`config.mk`:
```
export PLATFORM = sky130hd
export DESIGN_NAME = kfi_front
export DESIGN_NICKNAME = d
export VERILOG_FILES = /design/src/rtl/kfi_pkg.sv /design/src/rtl/kfi_front.sv
export SDC_FILE = /design/constraint.sdc
export NUM_CORES = 1
export LEC_CHECK = 0
export BUFFER_PORTS_ARGS = -buffer_cell sky130_fd_sc_hd__buf_4
export CAP_MARGIN = 10
export CORE_MARGIN = 5
export CORE_UTILIZATION = 47
export DETAILED_ROUTE_END_ITERATION = 10
export GPL_TIMING_DRIVEN = 0
export PLACE_DENSITY = 0.82
export SYNTH_ARGS = -nofsm -noshare
export SYNTH_HDL_FRONTEND = slang
export SYNTH_SLANG_ARGS = --single-unit
```
`constraint.sdc`:
```
create_clock -name clk -period 6.3 [get_ports clk]
set_input_delay 0.63 -clock clk [delete_from_list [all_inputs] [get_ports clk]]
set_output_delay 0.63 -clock clk [all_outputs]
set_load 0.01 [all_outputs]
```
`src/rtl/kfi_pkg.sv`:
```
`timescale 1ns / 1ps

package kfi_pkg;

	// table and datapath sizes
	localparam int MAX_KEYFRAMES = 256;
	localparam int IDX_W         = $clog2(MAX_KEYFRAMES);
	localparam int CNT_W         = $clog2(MAX_KEYFRAMES + 1);
	localparam int ENTRY_W       = 128;
	localparam int CORDIC_STEPS  = 16;
	localparam int STEP_W        = 5;
	localparam int CW            = 36;
	localparam int QUEUE_DEPTH   = 2;

	// kind codes on the input channel
	localparam logic [1:0] KIND_LOAD   = 2'd0;
	localparam logic [1:0] KIND_QUERY  = 2'd1;
	localparam logic [1:0] KIND_REWIND = 2'd2;

	// degree constants in Q16.16
	localparam logic signed [31:0] DEG90  = 32'sd5898240;
	localparam logic signed [31:0] DEG180 = 32'sd11796480;
	localparam logic signed [31:0] DEG360 = 32'sd23592960;

	localparam logic signed [CW-1:0] CORDIC_GAIN = 36'sd652032874;

	// arctangent of 2^-i in Q16.16 degrees
	localparam logic [31:0] ATAN_DEG [24] = '{
		32'd2949120, 32'd1740967, 32'd919879, 32'd466945, 32'd234378, 32'd117304,
		32'd58666, 32'd29335, 32'd14668, 32'd7334, 32'd3667, 32'd1833,
		32'd917, 32'd458, 32'd229, 32'd115, 32'd57, 32'd29,
		32'd14, 32'd7, 32'd4, 32'd2, 32'd1, 32'd0
	};

	typedef enum logic [1:0] {
		OP_LOAD   = 2'd0,
		OP_QUERY  = 2'd1,
		OP_REWIND = 2'd2
	} op_t;

	typedef struct packed {
		op_t         op;
		logic [31:0] t;
		logic [31:0] x;
		logic [31:0] z;
		logic [31:0] angle;
	} item_t;

	// remainder by 360 through a reciprocal multiply, exact for m up to 32768
	function automatic logic [8:0] mod360(input logic [15:0] m);
		logic [29:0] p;
		logic [7:0]  q;
		logic [16:0] qm;
		p  = 30'(m) * 30'd11651;
		q  = p[29:22];
		qm = 17'(q) * 17'd360;
		return 9'(17'(m) - qm);
	endfunction

endpackage

```
`src/rtl/kfi_front.sv`:
```
`timescale 1ns / 1ps

module kfi_front (
	input  logic            clk,
	input  logic            arst_n,
	input  logic            in_valid,
	output logic            in_stall,
	input  logic [1:0]      kind,
	input  logic [31:0]     key_time,
	input  logic [31:0]     key_x,
	input  logic [31:0]     key_z,
	input  logic [31:0]     key_angle,
	output logic            q_valid,
	output kfi_pkg::item_t  q_item,
	input  logic            q_pop
);

	kfi_pkg::item_t fifo_q [kfi_pkg::QUEUE_DEPTH];
	logic           wptr_q;
	logic           rptr_q;
	logic [1:0]     cnt_q;
	logic           acc;
	logic           keep;
	kfi_pkg::op_t   op;

	// classify the kind code, unknown kinds are dropped
	always_comb begin
		op   = kfi_pkg::OP_LOAD;
		keep = 1'b1;
		case (kind)
			kfi_pkg::KIND_LOAD:   op = kfi_pkg::OP_LOAD;
			kfi_pkg::KIND_QUERY:  op = kfi_pkg::OP_QUERY;
			kfi_pkg::KIND_REWIND: op = kfi_pkg::OP_REWIND;
			default:              keep = 1'b0;
		endcase
	end

	assign in_stall = (cnt_q == 2'(kfi_pkg::QUEUE_DEPTH));
	assign acc      = in_valid && !in_stall;
	assign q_valid  = (cnt_q != 2'd0);
	assign q_item   = fifo_q[rptr_q];

	// queue storage
	always_ff @(posedge clk) begin
		if (acc && keep) begin
			fifo_q[wptr_q] <= '{op: op, t: key_time, x: key_x, z: key_z, angle: key_angle};
		end
	end

	// queue pointers and fill
	always_ff @(posedge clk or negedge arst_n) begin
		if (!arst_n) begin
			wptr_q <= 1'b0;
			rptr_q <= 1'b0;
			cnt_q  <= 2'd0;
		end else begin
			if (acc && keep) begin
				wptr_q <= !wptr_q;
			end
			if (q_pop) begin
				rptr_q <= !rptr_q;
			end
			cnt_q <= cnt_q + 2'(acc && keep) - 2'(q_pop);
		end
	end

endmodule

```
* Word level (Yosys, flattened, before mapping)
Memory sizes are Yosys's and may differ from the RTL's.
Index checks and enable logic that the tools add are counted.
** Word-level totals
- Bits in registers :: 4
- Memory bits (writable) :: 260
- Input bits :: 134
- Logic and storage cells :: 21
- Memories kept :: 1
** Cells by class
- Add/subtract/negate cells :: 2
- Eq/ne operators :: 3
- Mux-type cells :: 4
- Reductions and logical operators :: 8
** Memory list
- fifo_q :: depth 2, bits a word 130, read ports 1, clocked after memory_dff 0, write ports 1, RTL line kfi_front.sv:18 : kfi_pkg::item_t fifo_q [kfi_pkg::QUEUE_DEPTH];
** Operators with widths (count)
- $eq A2 B2 Y1 const B :: 2
- $pmux W2 S2 :: 1
- $logic_not A1 Y1 :: 3
- $mux W1 :: 3
- $reduce_or A3 Y1 :: 1
- $add A2 B1 Y2 :: 1
- $eq A2 B1 Y1 const B :: 1
- $logic_and A1 B1 Y1 :: 2
- $logic_not A2 Y1 :: 1
- $reduce_bool A2 Y1 :: 1
- $sub A2 B1 Y2 :: 1

* Depth between registers and ports, before layout
- Word-level depth :: 6
- Depth in mapped cells :: 7
- Mapped depth without buffers :: 7

* Worst setup path after synthesis
Ideal clock, no wire load.
- Path type :: input -> register
- From :: in kind[1]
- To :: mem fifo_q[0][0] (netlist bit), enable pin
- Library setup time :: 0.621 ns
- Arrival :: 6.252 ns
- Required time :: 5.679 ns
- Path slack :: -0.574 ns
- Stages :: 3
- Buffers on the path :: 0
- Cells stage by stage :: nand2_1 > nand3b_1 > nor2_1
** On the way
- Word-level cells in the longest chain between the ends :: 6
** Ends and longest elaborated chain
- start, declared :: RTL line kfi_front.sv:8 : input logic [1:0] kind,
- $eq A2 B2 Y1, or another cell as far along :: RTL line kfi_front.sv:30 : case (kind)
- $reduce_or A3 Y1 (no source line) (*)
- $mux W1 (*) :: RTL line kfi_front.sv:30
- $logic_and A1 B1 Y1 (*) :: RTL line kfi_front.sv:45 : if (acc && keep) begin
- $mux W1 (*) :: RTL line kfi_front.sv:45
- $mux W1 (implied by the code) (*) :: RTL line kfi_front.sv:46 : fifo_q[wptr_q] <= '{op: op, t: key_time, x: key_x, z: key_z, angle: key_angle};
- end, declared :: RTL line kfi_front.sv:18
Every way passes the cells marked *; elsewhere a longest branch is shown, timed or not.

* Worst setup path after layout
- From :: reg cnt_q[1]
- To :: mem fifo_q[0][97] (netlist bit), enable pin
** On the way
- Word-level cells in the longest chain between the ends :: 6
** Ends and longest elaborated chain
- start, declared :: RTL line kfi_front.sv:21 : logic [1:0] cnt_q;
- start signal, assigned :: RTL line kfi_front.sv:63 : cnt_q <= cnt_q + 2'(acc && keep) - 2'(q_pop);
- $eq A2 B2 Y1 :: RTL line kfi_front.sv:38 : assign in_stall = (cnt_q == 2'(kfi_pkg::QUEUE_DEPTH));
- $logic_not A1 Y1 :: RTL line kfi_front.sv:39 : assign acc = in_valid && !in_stall;
- $logic_and A1 B1 Y1 :: RTL line kfi_front.sv:39
- $logic_and A1 B1 Y1 :: RTL line kfi_front.sv:45
- $mux W1 :: RTL line kfi_front.sv:45
- $mux W1 (implied by the code) :: RTL line kfi_front.sv:46
No other way between the ends.

==> results.py <==
metrics = {
    "critical_path": {
        "crit_top_cell": "buf_12",
        "cp_top_family": "simple AND/OR/NAND/NOR gates",
        "r2r_slack_ns": 3.76,
        "r2r-end": "fifo_q[0][97]",
        "path_cells": "nor2b_1 > nand3b_1 > nor2_4 > buf_16 > buf_12 > buf_12",
        "critPathMaxFanout": 35,
        "cp-end-kind": "register",
        "cp_slowest_stage_delay_ns": 0.57,
        "required_ns": 6.50,
        "crit_buf_inv": 3,
        "r2r_cells": 6,
        "crit_type": "reg -> reg",
        "critPathLaunchType": "register",
        "cpMaxStageDelayCell": "nor2_4",
        "cp.arrival_ns": 2.75,
        "worstReg2RegStart": "cnt_q[1]",
    },
    "sta": {
        "hold_ws_ns": 0.298,
        "worst_pin_slew_ns": 0.623,
        "slew-limit-headroom_pct": 58.4,
        "hold_violations": 0,
        "finalCriticalPeriod_ns": 2.54,
        "slew_viol_final": 0,
        "min_period_over_period_pct": 40.4,
        "fin_skew_ns": 0.00574,
        "timing.fmax_mhz": 393,
        "setup_violations": 0,
        "fin_ws_ns": 3.76,
        "finalSetupTns_ns": 0,
        "rsz0062_at_grt": "false",
    },
    "global_routing": {
        "grt_max_degree": 36,
        "grt_pass1_wl_um": 29500,
        "gr-total-overflow": 0,
        "grt_use_total_pct": 15.4,
        "grt_pass1_vias": 5491,
        "antenna_found_initial": 0,
    },
    "clocking": {
        "cts_buffers": 27,
        "clockBufferDepth": 3,
        "path_clk_slew_ns": 0.06,
        "root_buffer": "clkbuf_16",
        "clock-sinks": 264,
        "tritoncts": "done",
        "cts_htree_levels": 1,
        "postCtsSetupBuffers": 0,
        "clkLatencyLatePin_ns": 0.51,
    },
    "placement": {
        "gp_congestion": 0.764,
        "dpl.hpwl_um": 14100,
        "dp_slack_ns": 3.53,
        "port_buffers": 265,
    },
    "floorplan": {
        "die_h_um": 156,
        "dieArea_sq_mm": 0.0242,
        "die_width_um": 156,
        "core_area_sq_mm": 0.0210,
        "num_io_pins": 266,
        "start_util_pct": 47.6,
        "rows": 53,
    },
    "yosys": {
        "yosysWarningCount": 0,
        "syn_nets": 561,
        "synth_edf_count": 260,
        "ys.flop_type": "edfxtp_1",
        "syn_area_sq_mm": 0.00997,
        "synth_top_area_share_pct": 78.3,
        "ys_top_cells_by_count": "260 x edfxtp_1, 90 x mux2_4, 40 x mux2_2, 10 x buf_6",
        "ys_top_cells_by_area": "edfxtp_1 78%, mux2_4 14%, mux2_2 4.5%",
        "synth_cell_types": 16,
        "synth-seq-cells": 264,
        "ys_seq_area_share_pct": 79.3,
        "synth_most_common_cell": "edfxtp_1",
        "avgSynthCellArea_sq_um": 23.5,
        "synth_top_area_cell": "edfxtp_1",
        "async_flop_share_pct": 1.52,
        "postSynthCellCount": 425,
    },
    "pwr": {
        "vdd_drop_max_mv": 0.365,
        "p_leak_nw": 5.22,
        "p_per_area_mw_per_mm2": 438,
    },
    "drt": {
        "firstDrtPassIters": 4,
        "drc": 0,
        "postRouteAntennaNets": 0,
        "wl_um": 19500,
        "wire_per_inst_um": 19.1,
        "drt_iter0_drc": 198,
        "num_vias": 4954,
        "via_per_inst": 4.84,
    },
    "final_layout": {
        "antenna-diode-count": 0,
        "multi_input_area_sq_mm": 0.00192,
        "nFillCells": 1475,
        "final_util_pct": 63.4,
        "area_growth_pct": 33.4,
        "nNetsFinal": 864,
        "seqCellArea_sq_mm": 0.00791,
        "drive_above_1_share_pct": 61.1,
    },
    "status": {
        "status": "finished, final reports clean",
    },
    "min_path": {
        "min_path_cells": 1,
        "hold_class": "in -> reg",
        "hold_path_end": "fifo_q[0][108]",
        "min_from": "key_time[12]",
    },
    "run": {
        "cap_violations": 0,
    },
}
-- layout make-up --
cell class / instances / area share, %
Multi-Input combinational cell: 144 / 14.4
Inverter: 2 / 0.0565
Buffer: 15 / 1.11
Tap cell: 275 / 2.59
Sequential cell: 264 / 59.5
Clock inverter: 12 / 0.452
Clock buffer: 37 / 5.51
Timing Repair Buffer: 274 / 16.4
-- per-stage QoR --
| step | total power [W] | std cells | instance area [sq um] |
|---|---|---|---|
| 5_1_grt | 0.00610 | 1023 | 13300 |
| 4_1_cts | 0.00591 | 1023 | 13300 |
| 3_5_place_dp | 0.00448 | 973 | 12500 |
| 3_3_place_gp | 0.00445 | 965 | 12300 |
| 6_report | 0.00582 | 1023 | 13300 |
| 2_1_floorplan | 0.00364 | 425 | 9970 |
-- worst max path at each step --
stage              from              to  slack [ns]  cells past startpoint
2_1_floorplan   kind[1]    fifo_q[0][0]       -0.57                      3
3_3_place_gp    kind[1]   fifo_q[0][92]       -3.01                      4
3_5_place_dp    kind[1]   fifo_q[0][99]        3.53                      7
4_1_cts        cnt_q[1]   fifo_q[0][97]        3.69                      6
5_1_grt        cnt_q[1]  fifo_q[1][102]        3.61                      6
6_report       cnt_q[1]   fifo_q[0][97]        3.76                      6
-- state kept, by name, summed over array words and instances, names as in the netlist --
register  flops
wptr_q        1
rptr_q        1
cnt_q         2
fifo_q      260
-- power breakdown --
group          internal (W)  switching [W]  total (W)
Clock              0.000810       0.000600    0.00141
Combinational       0.00112       0.000916    0.00204
Sequential          0.00230      0.0000773    0.00237
Total               0.00423        0.00159    0.00582
-- metal layers --
metal | global-route usage, % | part of all wire, %
met1 | 17.8 | 37
met2 | 27.8 | 53
met3 | 4.69 | 8.7
met4 | 4.13 | 2.1
met5 | 0 | 0
-- cells in the final DEF, fill, tap and decap left out, drive strengths merged, types with 3 or more instances in the layout --
cell,n
buf,288
edfxtp,260
mux2,130
clkbuf,37
clkinv,10
dfrtp,4
nor2b,3
xnor2,3
inv,3
-- what timing repair did --
| action | in CTS | in global routing |
|---|---|---|
| resized for setup | 0 | 0 |
| endpoints found under the hold margin | 4 | 0 |
| hold buffers | 1 | 0 |
-- cells by family (layout without fill, tap and decap cells) --
kind of cell / Yosys count / after routing / synth area share (%)
xor+xnor: 4 / 4 / 0.352
fa+ha+maj: 2 / 2 / 0.251
buf+inv: 17 / 340 / 1.56
flops: 264 / 264 / 79.3
mux: 130 / 130 / 18.1
simple gates: 8 / 8 / 0.439
Power figures use the tool's default switching activity.
